<file path="config.mk">
export PLATFORM = sky130hd
export DESIGN_NAME = cma_front_flat
export DESIGN_NICKNAME = d
export VERILOG_FILES = /design/src/sv/cma_pkg.sv /design/src/sv/cma_in_if.sv /design/src/sv/cma_front.sv /design/src/flat_wrapper.sv
export SDC_FILE = /design/constraint.sdc
export NUM_CORES = 1
export LEC_CHECK = 0
export ABC_AREA = 1
export BUFFER_PORTS_ARGS = -buffer_cell sky130_fd_sc_hd__buf_2
export CORE_MARGIN = 4
export CORE_UTILIZATION = 55
export CTS_BUF_LIST = sky130_fd_sc_hd__clkbuf_8
export CTS_CLUSTER_SIZE = 10
export DETAILED_ROUTE_END_ITERATION = 8
export PLACE_DENSITY = 0.92
export SLEW_MARGIN = 30
export SYNTH_ARGS = -nofsm -noshare
export SYNTH_HDL_FRONTEND = slang
export SYNTH_SLANG_ARGS = --single-unit
</file>
<file path="constraint.sdc">
create_clock -name clk -period 3.6 [get_ports clk]
set_input_delay 0.36 -clock clk [delete_from_list [all_inputs] [get_ports clk]]
set_output_delay 0.36 -clock clk [all_outputs]
set_load 0.03 [all_outputs]
</file>
<file path="src/sv/cma_pkg.sv">
// Shared types and constants for the confusion matrix accumulator.
`default_nettype none

package cma_pkg;

    // Matrix geometry and counter width
    localparam int MAX_CLASSES = 16;
    localparam int CLS_BITS    = $clog2(MAX_CLASSES);
    localparam int ADDR_BITS   = 2 * CLS_BITS;
    localparam int CELLS       = MAX_CLASSES * MAX_CLASSES;
    localparam int COUNT_BITS  = 32;
    localparam int CNT_W       = $clog2(MAX_CLASSES) + 1;

    // Q8.8 value of one half
    localparam logic signed [15:0] HALF_Q88 = 16'sd128;

    // Command queue depth
    localparam int QUEUE_DEPTH = 4;
    localparam int QPTR_BITS   = $clog2(QUEUE_DEPTH);

    // Configuration register indexes
    localparam logic REG_CLASS_COUNT = 1'b0;
    localparam logic REG_TARGET_MODE = 1'b1;

    // Input function codes
    typedef enum logic [1:0] {
        FUNC_ROW   = 2'd0,
        FUNC_READ  = 2'd1,
        FUNC_CLEAR = 2'd2
    } func_t;

    // Operations passed from the front end to the matrix engine
    typedef enum logic [1:0] {
        CMD_ROW   = 2'd0,
        CMD_READ  = 2'd1,
        CMD_CLEAR = 2'd2
    } cmd_op_t;

    typedef struct packed {
        cmd_op_t              op;
        logic [CLS_BITS-1:0]  true_cls;
        logic [CLS_BITS-1:0]  pred_cls;
        logic                 bad;
    } cmd_t;

endpackage

`default_nettype wire

</file>
<file path="src/sv/cma_in_if.sv">
// Input channel carrying score elements and matrix commands.
`default_nettype none

interface cma_in_if;
    logic        valid;
    logic        ready;
    logic [1:0]  func;
    logic signed [15:0] pred_score;
    logic signed [15:0] target_value;
    logic [3:0]  read_true_class;
    logic [3:0]  read_pred_class;

    modport source (
        output valid, func, pred_score, target_value, read_true_class, read_pred_class,
        input  ready
    );
    modport sink (
        input  valid, func, pred_score, target_value, read_true_class, read_pred_class,
        output ready
    );
endinterface

`default_nettype wire

</file>
<file path="src/sv/cma_front.sv">
// Front end: running argmax, target decode and command issue.
`default_nettype none

module cma_front (
    input  wire logic          clk,
    input  wire logic          rst_n,
    cma_in_if.sink             in_ch,
    input  wire logic [4:0]    class_count,
    input  wire logic          target_mode,
    output logic               push,
    output cma_pkg::cmd_t      push_data,
    input  wire logic          q_full
);

    logic signed [15:0]            best_score_reg, best_score_next;
    logic [cma_pkg::CLS_BITS-1:0]  best_class_reg, best_class_next;
    logic [cma_pkg::CLS_BITS-1:0]  col_reg, col_next;
    logic [cma_pkg::CLS_BITS-1:0]  true_class_reg, true_class_next;
    logic                          true_found_reg, true_found_next;

    logic                          accept;
    logic [cma_pkg::CNT_W-1:0]     eff_n;
    logic                          row_end;
    logic                          bad;

    assign in_ch.ready = !q_full;
    assign accept      = in_ch.valid && in_ch.ready;

    // Clamp class count to the supported range
    always_comb
    begin
        priority if (class_count < 5'd2)
        begin
            eff_n = cma_pkg::CNT_W'(2);
        end
        else if (class_count > 5'(cma_pkg::MAX_CLASSES))
        begin
            eff_n = cma_pkg::CNT_W'(cma_pkg::MAX_CLASSES);
        end
        else
        begin
            eff_n = cma_pkg::CNT_W'(class_count);
        end
    end

    assign row_end = ({1'b0, col_reg} + cma_pkg::CNT_W'(1)) >= eff_n;

    // Update row state and issue commands
    always_comb
    begin
        best_score_next = best_score_reg;
        best_class_next = best_class_reg;
        col_next        = col_reg;
        true_class_next = true_class_reg;
        true_found_next = true_found_reg;
        bad             = 1'b0;
        push            = 1'b0;
        push_data       = '{op: cma_pkg::CMD_READ,
                            true_cls: in_ch.read_true_class,
                            pred_cls: in_ch.read_pred_class,
                            bad: 1'b0};
        if (accept)
        begin
            unique case (in_ch.func)
                cma_pkg::FUNC_ROW:
                begin
                    // Restart at the first column, else track the first strict maximum
                    if (col_reg == '0)
                    begin
                        best_score_next = in_ch.pred_score;
                        best_class_next = '0;
                        true_class_next = '0;
                        true_found_next = 1'b0;
                    end
                    else if (in_ch.pred_score > best_score_reg)
                    begin
                        best_score_next = in_ch.pred_score;
                        best_class_next = col_reg;
                    end
                    // Decode the true class
                    if (!target_mode)
                    begin
                        if (!true_found_next && (in_ch.target_value > cma_pkg::HALF_Q88))
                        begin
                            true_class_next = col_reg;
                            true_found_next = 1'b1;
                        end
                    end
                    else if (col_reg == '0)
                    begin
                        if (!in_ch.target_value[15]
                            && (in_ch.target_value[14:0] < 15'(eff_n)))
                        begin
                            true_class_next = in_ch.target_value[cma_pkg::CLS_BITS-1:0];
                            true_found_next = 1'b1;
                        end
                    end
                    // Close the row and hand the cell update on
                    if (row_end)
                    begin
                        col_next = '0;
                        if (!true_found_next)
                        begin
                            bad             = target_mode;
                            true_class_next = '0;
                        end
                        push      = 1'b1;
                        push_data = '{op: cma_pkg::CMD_ROW,
                                      true_cls: true_class_next,
                                      pred_cls: best_class_next,
                                      bad: bad};
                    end
                    else
                    begin
                        col_next = col_reg + 1'b1;
                    end
                end
                cma_pkg::FUNC_READ:
                begin
                    push = 1'b1;
                end
                cma_pkg::FUNC_CLEAR:
                begin
                    push           = 1'b1;
                    push_data.op   = cma_pkg::CMD_CLEAR;
                end
                default:
                begin
                    push = 1'b0;
                end
            endcase
        end
    end

    always_ff @(posedge clk or negedge rst_n)
    begin
        if (!rst_n)
        begin
            best_score_reg <= '0;
            best_class_reg <= '0;
            col_reg        <= '0;
            true_class_reg <= '0;
            true_found_reg <= 1'b0;
        end
        else
        begin
            best_score_reg <= best_score_next;
            best_class_reg <= best_class_next;
            col_reg        <= col_next;
            true_class_reg <= true_class_next;
            true_found_reg <= true_found_next;
        end
    end

    assert property (@(posedge clk) disable iff (!rst_n)
        (push && push_data.op == cma_pkg::CMD_ROW) |=> (col_reg == '0))
        else $error("column index not restarted after row end");

    assert property (@(posedge clk) disable iff (!rst_n)
        (push && push_data.bad) |-> (target_mode && push_data.op == cma_pkg::CMD_ROW))
        else $error("bad target flagged outside index mode row end");

endmodule

`default_nettype wire

</file>
<file path="src/flat_wrapper.sv">
// flat-port wrapper written by rule: the top's interface ports become plain ports
module cma_front_flat 
  (clk, rst_n, class_count, target_mode, push, push_data, q_full, in_ch_valid, in_ch_func, in_ch_pred_score, in_ch_target_value, in_ch_read_true_class, in_ch_read_pred_class, in_ch_ready);
  cma_in_if in_ch_i ();
  input  wire logic clk;
  input  wire logic rst_n;
  input  wire logic [4:0] class_count;
  input  wire logic target_mode;
  output logic push;
  output cma_pkg::cmd_t push_data;
  input  wire logic q_full;
  input wire logic [$bits(in_ch_i.valid)-1:0] in_ch_valid;
  input wire logic [$bits(in_ch_i.func)-1:0] in_ch_func;
  input wire logic [$bits(in_ch_i.pred_score)-1:0] in_ch_pred_score;
  input wire logic [$bits(in_ch_i.target_value)-1:0] in_ch_target_value;
  input wire logic [$bits(in_ch_i.read_true_class)-1:0] in_ch_read_true_class;
  input wire logic [$bits(in_ch_i.read_pred_class)-1:0] in_ch_read_pred_class;
  output wire logic [$bits(in_ch_i.ready)-1:0] in_ch_ready;
  assign in_ch_i.valid = in_ch_valid;
  assign in_ch_i.func = in_ch_func;
  assign in_ch_i.pred_score = in_ch_pred_score;
  assign in_ch_i.target_value = in_ch_target_value;
  assign in_ch_i.read_true_class = in_ch_read_true_class;
  assign in_ch_i.read_pred_class = in_ch_read_pred_class;
  assign in_ch_ready = in_ch_i.ready;
  cma_front u_core (.clk(clk), .rst_n(rst_n), .in_ch(in_ch_i), .class_count(class_count), .target_mode(target_mode), .push(push), .push_data(push_data), .q_full(q_full));
endmodule
</file>
==> out/metrics.csv <==
stage,metric,value,unit
die,pin_count,65,
finish,drive_gt1_share,24.66,%
timing,fin_tns_setup,0,ns
global_route,grt.total_usage,21.71,%
clocking,clock_latency,0.28,ns
setup_path,critPathLaunchType,flip-flop,
finish,final_cells,490,
drt,ant_nets,0,
synth,synth_edf_count,0,
setup_path,setup.worst_path.start,u_core.col_reg[0],
setup_path,cp_max_fo,10,
synth,synth_nets,454,
synth,ys_dominant_reg_cell,dfrtp_1,
die,die_x,76.66,um
global_route,grt_max_degree,30,
placement,dp.cells,483,
power,powerDensity,643.5,nW/um^2
clocking,h-tree-depth,2,
clocking,ctsResizeCount,0,
status,status,"complete, no violations",
timing,fin_skew,0.004846,ns
timing,fmax,0.2991,GHz
clocking,cts_hold_buf,0,
timing,setup_viol_count_final,0,
finish,fill_cells,377,
drt,via_count,2556,
synth,async_reset_ff_share,100.0,%
placement,place_congestion,0.9577,
synth,synth.most_common_cell,nand2_1,
job,maxCapViolCount,0,
finish,area_growth,16.75,%
placement,io_buffers,64,
clocking,cts_tree,done,
finish,design_area,3027,um^2
finish,largest_reg_flops,16,
timing,setup_slack,0.2570,ns
power,peakVddDrop,0.3309,mV
setup_path,endpoint_kind,output port,
timing,grt_setup_unrepaired,false,
drt,drt_iter0_drc,147,
global_route,grt_pass1_vias,2562,
setup_path,path_class,reg2out,
clocking,cts.sinks,29,
timing,worst_pin_slew,0.6498,ns
setup_path,crit_arrival,2.98,ns
timing,period_share,92.86,%
synth,synth_warnings,0,
timing,finalHoldViolations,0,
timing,max-slew-margin-rel,56.68,%
die,start_util,58.33,%
finish,postLayoutCoreUtil,68.10,%
synth,synth_area_leader_cell,dfrtp_1,
setup_path,required,3.24,ns
finish,insertedDiodeCount,0,
setup_path,r2r_setup_slack,1.40,ns
synth,netlist.area_leader.share,27.99,%
synth,syn_area,2592,um^2
placement,pre_cts_ws,0.6022,ns
timing,period_minus_slack,3.343,ns
placement,dpl_cell_area,2940,um^2
synth,seq_area_frac_synth,27.99,%
timing,drv_slew,0,
clocking,cts_buffers,5,
worst_hold_path,hold_class,in2async,
global_route,grt_overflow,0,
drt,drt-total-wl,6061,um
drt,post_drt_wl_per_cell,12.37,um
synth,synth_cell_type_count,34,
die,die_area,5876,um^2
finish,multi_input_area,1630,um^2
setup_path,reg2reg_from,u_core.col_reg[0],
drt,drc,0,
finish,seq_area,725.7,um^2
synth,yosys-top-cells-count,"109 x nand2_1, 47 x nand3_1, 41 x inv_1",
placement,dpl.hpwl,4883,um
drt,first_pass_iters,4,
global_route,antenna_found_initial,0,
clocking,post_cts_buffers,0,
synth,syn_inst,372,
synth,ys_ff_latch,29,
synth,synth.area.top_cells,"dfrtp_1 28%, nand2_1 16%, ha_1 14%, nand3_1 9.1%, inv_1 5.9%",
die,core,4444,um^2
die,die_h,76.66,um
clocking,clock_path_buffers,2,
finish,final_nets,520,
clocking,cts_root_buf,clkbuf_8,
drt,vias_per_cell,5.216,
synth,synth.avg_cell_area,6.969,um^2
clocking,clkTransAtPathRegs,0.06,ns
global_route,grt_pass1_wl,10630,um
die,fp-row-count,24,
power,leakagePower,1.684,nW
## cell families (layout without fill, tap and decap cells)
| group | Yosys count | in the layout | share of synthesized area (%) |
|---|---|---|---|
| simple gates | 229 | 229 | 41.94 |
| buf+inv | 57 | 123 | 9.122 |
| fa+ha+maj | 30 | 30 | 14.48 |
| flops | 29 | 29 | 27.99 |
| compound gates | 25 | 25 | 5.792 |
| xor+xnor | 2 | 2 | 0.6758 |
## power breakdown
part / total, mW / internal [mW] / switching (mW)
Clock: 0.270 / 0.148 / 0.121
Combinational: 1.09 / 0.396 / 0.690
Sequential: 0.592 / 0.477 / 0.115
Total: 1.95 / 1.02 / 0.926
## cell usage in the layout (no fill, tap or decap), types with 2 or more instances in the layout
cell type,instances
clkinv_1,5
nor2_1,26
nor3_1,5
nand3_1,47
nand2_1,109
clkbuf_8,6
dfrtp_1,29
nand2_2,20
inv_2,5
a21oi_2,2
xor2_1,2
nand4_1,10
buf_2,64
nand3_4,2
o21ai_0,5
o21ai_1,3
inv_1,42
or2_1,2
ha_1,30
nor3_2,2
a21oi_1,11
## cell type report
class	count	share of cell area, %
inverter	51	6.325
tap	52	2.150
sequential	29	23.98
timing repair buffer	65	10.83
clock buffer	6	2.728
multi-input combinational	286	53.87
clock inverter	1	0.1240
## critical path: stages, from the launching register on
cell,delay (ns)
dfrtp_1,0.45
ha_1,0.26
xor2_1,0.17
ha_1,0.34
nand2_1,0.07
o311ai_2,0.38
nand2_1,0.33
inv_1,0.31
nand3_1,0.14
nand2_1,0.07
buf_2,0.19
## worst paths after layout
| path | depth (start not counted) | endpoint |
|---|---|---|
| worst max-delay path | 10 | push_data[1] |
| worst min-delay path | 1 | u_core.best_score_reg[6] |
| worst max register to register | 9 | u_core.col_reg[2] |
| worst min register to register | 2 | u_core.best_score_reg[1] |
| max in group asynchronous | 1 | u_core.best_score_reg[3] |
| min in group clk | 3 | u_core.best_score_reg[6] |
## layer usage
metal,routed length (um),up-vias,part of all wire (%),track usage (%)
met3,298,8,4.9,4.333
met2,3136,58,52,39.72
met4,83,0,1.4,7.428
met5,0,-,0,0
li1,-,1341,-,-
met1,2542,1149,42,25.09
## metrics by stage
stage | power (mW) | hold slack, ns
after floorplan | 1.430 | 0.06441
after global placement | 1.628 | 0.4234
after detailed placement | 1.676 | 0.4228
after CTS | 1.955 | 0.1176
after global routing | 2.136 | 0.1476
final | 1.948 | 0.09760
No activity file was read; power rests on OpenSTA's default activity.
