<file path="src/sv/cma_pkg.sv">
// Shared types and constants for the confusion matrix accumulator.
`default_nettype none

package cma_pkg;

    // Matrix geometry and counter width
    localparam int MAX_CLASSES = 16;
    localparam int CLS_BITS    = $clog2(MAX_CLASSES);
    localparam int ADDR_BITS   = 2 * CLS_BITS;
    localparam int CELLS       = MAX_CLASSES * MAX_CLASSES;
    localparam int COUNT_BITS  = 32;
    localparam int CNT_W       = $clog2(MAX_CLASSES) + 1;

    // Q8.8 value of one half
    localparam logic signed [15:0] HALF_Q88 = 16'sd128;

    // Command queue depth
    localparam int QUEUE_DEPTH = 4;
    localparam int QPTR_BITS   = $clog2(QUEUE_DEPTH);

    // Configuration register indexes
    localparam logic REG_CLASS_COUNT = 1'b0;
    localparam logic REG_TARGET_MODE = 1'b1;

    // Input function codes
    typedef enum logic [1:0] {
        FUNC_ROW   = 2'd0,
        FUNC_READ  = 2'd1,
        FUNC_CLEAR = 2'd2
    } func_t;

    // Operations passed from the front end to the matrix engine
    typedef enum logic [1:0] {
        CMD_ROW   = 2'd0,
        CMD_READ  = 2'd1,
        CMD_CLEAR = 2'd2
    } cmd_op_t;

    typedef struct packed {
        cmd_op_t              op;
        logic [CLS_BITS-1:0]  true_cls;
        logic [CLS_BITS-1:0]  pred_cls;
        logic                 bad;
    } cmd_t;

endpackage

`default_nettype wire

</file>
<file path="src/sv/cma_queue.sv">
// Short command queue between the front end and the matrix engine.
`default_nettype none

module cma_queue (
    input  wire logic          clk,
    input  wire logic          rst_n,
    input  wire logic          push,
    input  cma_pkg::cmd_t      push_data,
    output logic               full,
    input  wire logic          pop,
    output logic               not_empty,
    output cma_pkg::cmd_t      pop_data
);

    cma_pkg::cmd_t                  slot_reg [cma_pkg::QUEUE_DEPTH];
    logic [cma_pkg::QPTR_BITS-1:0]  wr_ptr_reg, wr_ptr_next;
    logic [cma_pkg::QPTR_BITS-1:0]  rd_ptr_reg, rd_ptr_next;
    logic [cma_pkg::QPTR_BITS:0]    count_reg, count_next;
    logic                           do_push, do_pop;

    assign full      = (count_reg == (cma_pkg::QPTR_BITS+1)'(cma_pkg::QUEUE_DEPTH));
    assign not_empty = (count_reg != '0);
    assign pop_data  = slot_reg[rd_ptr_reg];
    assign do_push   = push && !full;
    assign do_pop    = pop && not_empty;

    // Advance pointers and occupancy
    always_comb
    begin
        wr_ptr_next = wr_ptr_reg;
        rd_ptr_next = rd_ptr_reg;
        count_next  = count_reg;
        if (do_push)
        begin
            wr_ptr_next = wr_ptr_reg + 1'b1;
        end
        if (do_pop)
        begin
            rd_ptr_next = rd_ptr_reg + 1'b1;
        end
        if (do_push && !do_pop)
        begin
            count_next = count_reg + 1'b1;
        end
        else if (do_pop && !do_push)
        begin
            count_next = count_reg - 1'b1;
        end
    end

    always_ff @(posedge clk or negedge rst_n)
    begin
        if (!rst_n)
        begin
            wr_ptr_reg <= '0;
            rd_ptr_reg <= '0;
            count_reg  <= '0;
        end
        else
        begin
            wr_ptr_reg <= wr_ptr_next;
            rd_ptr_reg <= rd_ptr_next;
            count_reg  <= count_next;
        end
    end

    // Store pushed commands
    always_ff @(posedge clk)
    begin
        if (do_push)
        begin
            slot_reg[wr_ptr_reg] <= push_data;
        end
    end

    assert property (@(posedge clk) disable iff (!rst_n)
        count_reg <= (cma_pkg::QPTR_BITS+1)'(cma_pkg::QUEUE_DEPTH))
        else $error("queue occupancy beyond depth");

endmodule

`default_nettype wire

</file>
<file path="config.mk">
export PLATFORM = sky130hd
export DESIGN_NAME = cma_queue
export DESIGN_NICKNAME = d
export VERILOG_FILES = /design/src/sv/cma_pkg.sv /design/src/sv/cma_queue.sv
export SDC_FILE = /design/constraint.sdc
export NUM_CORES = 1
export LEC_CHECK = 0
export BUFFER_PORTS_ARGS = -buffer_cell sky130_fd_sc_hd__buf_2
export CAP_MARGIN = 20
export CORE_MARGIN = 4
export CORE_UTILIZATION = 45
export CTS_BUF_LIST = sky130_fd_sc_hd__clkbuf_16
export CTS_CLUSTER_SIZE = 14
export DETAILED_ROUTE_END_ITERATION = 10
export PLACE_DENSITY = 0.77
export SYNTH_ARGS = -nofsm -noshare
export SYNTH_HDL_FRONTEND = slang
export SYNTH_SLANG_ARGS = --single-unit
</file>
<file path="constraint.sdc">
create_clock -name clk -period 2.7 [get_ports clk]
set_input_delay 0.27 -clock clk [delete_from_list [all_inputs] [get_ports clk]]
set_output_delay 0.27 -clock clk [all_outputs]
set_load 0.03 [all_outputs]
</file>
==> results by group, run 1 <==
Status
  – Status: complete, no violations

Worst hold path
  – Hold path start: push_data[6]
  – Worst hold endpoint: slot_reg[2][6]$_DFFE_PP_
  – Hold Path Stages: 1
  – Worst hold-check path type: input pin to flip-flop

GRT
  – Global route overflow: 0
  – Largest net degree at the start of global routing: 16
  – Vias in the first global route: roughly 1000
  – First-pass GRT wire length: between 5000 and 6000 um
  – GRT Total Usage: 0.130
  – Initial antenna violation count: 0

Final layout
  – Layout cells sized above 1: 0.368
  – Number of flip-flops under the largest register name: 44
  – Layout fillers: 334
  – Antenna Cells: 0
  – Final nets: approximately 150
  – Final Util: 0.548
  – P&R area growth vs syn: 16.9%

Logic synthesis
  – Synth async-reset ratio: 0.137
  – Synth area leaders: edfxtp_1 64%, mux4_1 10%, dfrtp_1 8.5%
  – FF+latch count, synth: 51
  – Area leader, netlist: edfxtp_1
  – Synth unique cells: 20
  – Prevailing post-synth register cell: edfxtp_1
  – Avg Cell Area, Syn: 22.3 sq um
  – Synth Net Count: 113
  – Most common cell in the netlist: edfxtp_1
  – Syn Inst Count: 92
  – Synth cell count leaders: 44 x edfxtp_1, 8 x mux4_1, 7 x dfrtp_1, 5 x ha_1
  – Yosys top cell area share: 0.643
  – EDFF count, synth: 44
  – Yosys warns: 0
  – Register area share after synthesis: 0.728
  – Mapped Area: just over 0.002 sq mm

Timing
  – Post-route setup slack: 0.522 ns
  – Final hold violation count: 0
  – Worst slew pin tran: around 0.67 ns
  – Fmax: 459 MHz
  – Final period utilization: 0.807
  – Fin Setup TNS: 0 ns
  – RSZ-0062 raised after global routing: false
  – Clock Skew: 0.00609 ns
  – Min Tclk post-route: 2.18 ns
  – Slew Limit Fails: 0
  – Fin Hold WS: ~0.20 ns
  – Relative slew slack: 0.554
  – Setup-failing EPs final: 0

Placed design
  – DPL Wire Length: roughly 2200 um
  – Place WS: 0.549 ns
  – Port bufs: 27
  – RePlAce Congestion: 0.740

Clock tree
  – H-tree Lvls: 2
  – CTS Buf Count: 5
  – CTS Sinks: 51
  – Worst skew pair latency: around 0.29 ns
  – CTS clk-pin slew, worst paths: 0.06 ns
  – CTS tree: built
  – Post CTS Setup Buffer Count: 0
  – Post-CTS Resized: 0
  – CTS Hold Buffers Added: 1
  – CTS root buffer: clkbuf_16
  – CTS Buffer Depth: 2

Pwr
  – Leakage: 0.902 nW
  – Total Power: 2.79 mW
  – Pwr Density: 1160 mW/mm^2
  – Max IR drop VDD: 0.000662 V

Critical path
  – Worst r2r dst: count_reg[2]$_DFFE_PN0P_
  – CP arrival: about 2.4 ns
  – Worst Path Max Fanout: 4
  – R2r setup slk: approximately 0.52 ns
  – Setup Crit Path Kind: flip-flop to flip-flop
  – Startpoint types: flip-flop
  – Worst reg2reg startpoint: count_reg[1]$_DFFE_PN0P_
  – Worst setup EP type: flip-flop
  – R2R cell count: 8
  – Req. time, crit path: about 2.9 ns

Floorplanning
  – Die Ht: 75.6 um
  – Die area: 0.00571 sq mm
  – Core area: 0.00438 sq mm
  – # rows: 24
  – Initial Util: 0.469
  – Die width: 75.6 um
  – IO Pins: 28

Detailed routing
  – Number of routed nets with antenna violations: 0
  – DR vias: 934
  – DRC: 0
  – Initial DRC Count: 41
  – Drt total wl: 3150 um
  – Detailed Routing Iterations Pass 1: 4
  – Via/cell ratio: around 5.3
  – Drt wl/cell: between 15 and 20 um

Run
  – Max-Cap Viols: 0
[layer usage]
metal	part of all wire	global-route usage	routed length, um	vias to the layer above
met5	0	0	0	-
met4	0.015	0.0563	46	0
met3	0.072	0.0633	228	4
met2	0.53	0.214	1680	28
met1	0.38	0.145	1200	474
li1	-	-	-	428
[logic make-up (layout without fill, tap and decap cells)]
group	after synthesis	in the layout	share of synthesized area
DFF	51	51	0.728
muxes	13	13	0.148
and+or+nand+nor	10	10	0.0396
adders and majority gates	6	6	0.0402
xor gates and xnor gates	6	6	0.0256
buffers and inverters	6	39	0.0189
[per-stage QoR]
stage | instances | cell area [sq um]
2_1_floorplan | 92 | 2060
3_3_place_gp | 168 | 2230
3_5_place_dp | 168 | 2230
4_1_cts | 177 | 2400
5_1_grt | 177 | 2400
6_report | 177 | 2400
[layout make-up]
type	instances	area (sq um)	share of cell area
sequential	51	1500	0.623
multi-input combinational	35	520	0.217
timing repair buffer	28	145	0.0604
clock buffer	5	125	0.0521
tap	52	65.1	0.0271
clock inverter	3	38.8	0.0161
inverter	3	11.3	0.00469
[worst max-delay path, stage by stage (launching register included)]
cell and delay [ns]:
dfrtp_1 0.45, or3_4 0.42, nand2_1 0.11, ha_1 0.21, inv_1 0.07, fa_1 0.38
xor2_1 0.18, nor2_1 0.12, xor2_1 0.16
[placed cells by master, fill, tap and decap left out, types with 3 or more instances in the layout]
cell and n:
ha_1 5, dfrtp_1 7, xnor2_1 4, mux4_2 3, inv_1 3, and2_2 4, mux4_1 8, buf_2 27
clkbuf_16 5, edfxtp_1 44
[where the power goes]
group / internal (mW) / switching [mW]
sequential: 1.06 / 0.158
combinational: 0.389 / 0.507
clock: 0.431 / 0.248
total: 1.88 / 0.913
[worst max-delay path by stage]
stage / from / to / slack, ns / depth (start not counted)
floorplan: count_reg[1]$_DFFE_PN0P_ / count_reg[1]$_DFFE_PN0P_ / 0.62 / 7
global placement: count_reg[1]$_DFFE_PN0P_ / count_reg[2]$_DFFE_PN0P_ / 0.68 / 8
detailed placement: count_reg[1]$_DFFE_PN0P_ / count_reg[2]$_DFFE_PN0P_ / 0.55 / 8
CTS: rd_ptr_reg[0]$_DFFE_PN0P_ / pop_data[1] / 0.48 / 2
global route: rd_ptr_reg[0]$_DFFE_PN0P_ / pop_data[5] / 0.41 / 2
finish: count_reg[1]$_DFFE_PN0P_ / count_reg[2]$_DFFE_PN0P_ / 0.52 / 8
No activity file was read; power rests on OpenSTA's default activity.
==> run 2, diff against run 1 <==
- clock period: 2.7 -> 2.05 ns (I/O delays scaled with it)
==> run 2 against run 1 <==
Clock power is 33% higher. Critical path depth is the same. Core utilization up 1.3 points. Non-clock buffer count is 6 higher. Highest routed layer unchanged. Sequential cell count unchanged. Final cell count is 3.4% higher. Global-route usage is 0.29 points lower. Die area is the same. Worst hold slack got worse by 0.070 ns. First-iteration DRC count is 110% higher. Wire length grew 5.6%.
==> results by group, run 2 (synthesized netlist as in run 1, its figures left out) <==
GRT
  – Global route overflow: 0
  – Vias in the first global route: 993
  – Initial antenna violation count: 0
  – First-pass GRT wire length: between 4000 and 5000 um
  – GRT Total Usage: 0.128
  – Largest net degree at the start of global routing: 16

Run
  – Max-Cap Viols: 0

Critical path
  – Crit-path slowest cell: or3_4
  – Req. time, crit path: around 2.3 ns
  – Cell mode on critical path: xor2_1
  – Startpoint types: flip-flop
  – Worst setup EP type: flip-flop
  – CP top delay family: simple AND/OR/NAND/NOR gates
  – Worst Path Max Fanout: 3
  – CP Cell Sequence: or3_4, nand2_2, ha_2, inv_1, fa_2, xor2_1, nor2_1, xor2_1
  – Setup Crit Path Kind: flip-flop to flip-flop
  – CP max stage delay: 0.41 ns
  – Worst reg2reg startpoint: count_reg[2]$_DFFE_PN0P_
  – Worst path bufs/invs: 1
  – Critical Path Start: count_reg[2]$_DFFE_PN0P_
  – CP arrival: 2.23 ns

Worst hold path
  – Worst hold-check path type: input pin to flip-flop
  – Hold path start: push_data[3]

Detailed routing
  – Drt total wl: 3330 um
  – Via/cell ratio: approximately 5.2
  – Number of routed nets with antenna violations: 0
  – DR vias: 955
  – Drt wl/cell: around 18 um
  – Detailed Routing Iterations Pass 1: 4
  – DRC: 0
  – Initial DRC Count: 88

Clock tree
  – CTS Buffer Depth: 2
  – Worst skew pair latency: 0.28 ns
  – CTS tree: built
  – CTS Buf Count: 5
  – CTS root buffer: clkbuf_16
  – CTS clk-pin slew, worst paths: around 0.060 ns
  – H-tree Lvls: 2
  – CTS Sinks: 51

Timing
  – Relative slew slack: 0.649
  – Final hold violation count: 0
  – Setup-failing EPs final: 0
  – Slew Limit Fails: 0
  – RSZ-0062 raised after global routing: true
  – Min Tclk post-route: 2.02 ns
  – Final period utilization: 0.986
  – Worst slew pin tran: 0.526 ns
  – Clock Skew: ~0.0044 ns
  – Fmax: 495 MHz

Floorplanning
  – Core area: 0.00438 sq mm
  – IO Pins: 28
  – Die area: between 0.005 and 0.006 sq mm
  – Initial Util: 0.469
  – Die Ht: approximately 76 um
  – Die width: 75.6 um
  – # rows: 24

Pwr
  – Pwr Density: approximately 1600 mW/mm^2
  – Combinational power share: 0.364
  – Sw Pwr: 1.25 mW
  – Clk pwr share: 0.236
  – Total Power: 3.82 mW
  – Flop pwr share: 0.400
  – Max IR drop VDD: 0.00100 V
  – Sw Share: 0.328
  – P_int: between 2 and 3 mW
  – Leakage: around 0.93 nW

Status
  – Status: complete, no violations

Placed design
  – Port bufs: 27
  – RePlAce Congestion: 0.651
  – DPL Wire Length: 2250 um
  – Placed insts: between 150 and 200

Final layout
  – Number of flip-flops under the largest register name: 44
  – Final nets: 151
  – P&R area growth vs syn: 19.7%
  – Commonest non-fill, non-tap cell in the layout: edfxtp_1
  – Layout cells sized above 1: 0.427
  – Post-route insts no fill: around 180
  – Antenna Cells: 0
  – Most frequent cells in the layout: 44 x edfxtp_1, 27 x buf_2, 8 x mux4_1, 6 x dfrtp_1, 6 x buf_4
==> run 2: final timing paths <==
check | end | slack [ns] | depth (start not counted)
worst min register to register | rd_ptr_reg[0]$_DFFE_PN0P_ | 0.51 | 1
worst max-delay path | count_reg[2]$_DFFE_PN0P_ | 0.03 | 8
worst min-delay path | slot_reg[2][3]$_DFFE_PP_ | 0.13 | 1
min in group asynchronous | wr_ptr_reg[0]$_DFFE_PN0P_ | 0.28 | 2
max in group asynchronous | count_reg[0]$_DFFE_PN0P_ | 1.59 | 2
worst max register to register | count_reg[2]$_DFFE_PN0P_ | 0.03 | 8
==> run 2: metrics by stage <==
step	hold slack [ns]	TNS [ns]	cell area, sq um	setup WS [ns]	util
2_1_floorplan	-0.0906	-0.00887	2060	-0.00887	-
3_5_place_dp	0.0499	-0.0583	2260	-0.0583	0.515
6_report	0.131	0	2460	0.0292	0.561
4_1_cts	0.122	0	2450	0.0227	0.558
3_3_place_gp	0.0486	0	2260	0.0919	0.515
5_1_grt	0.124	-0.0327	2460	-0.0301	0.561
==> run 2: metal layers <==
| metal | share of wire | GRT usage |
|---|---|---|
| met5 | 0 | 0 |
| met1 | 0.38 | 0.140 |
| met3 | 0.055 | 0.0488 |
| met4 | 0.018 | 0.0583 |
| met2 | 0.55 | 0.219 |
==> run 2: layout make-up <==
class / count / area [sq um]
multi-input combinational: 35 / 533
tap: 52 / 65.1
timing repair buffer: 34 / 190
sequential: 51 / 1500
fill: 343 / 1920
clock buffer: 5 / 125
clock inverter: 3 / 38.8
inverter: 3 / 11.3
==> run 2: repair_timing <==
| action | in CTS | in global routing |
|---|---|---|
| pin swaps | 0 | 1 |
| setup endpoints to repair | 1 | 2 |
| endpoints found under the hold margin | 7 | 0 |
| hold buffers | 1 | 0 |
| buffers inserted | 1 | 2 |
| gates resized for setup | 2 | 0 |
==> run 2: power by group through the flow <==
stage               Sequential, mW  Combinational, mW  Clock [mW]
floorplan                     1.51               1.02           0
global placement              1.54               1.30           0
detailed placement            1.56               1.34           0
finish                        1.53               1.39       0.903
CTS                           1.54               1.38       0.921
global route                  1.56               1.49       0.964
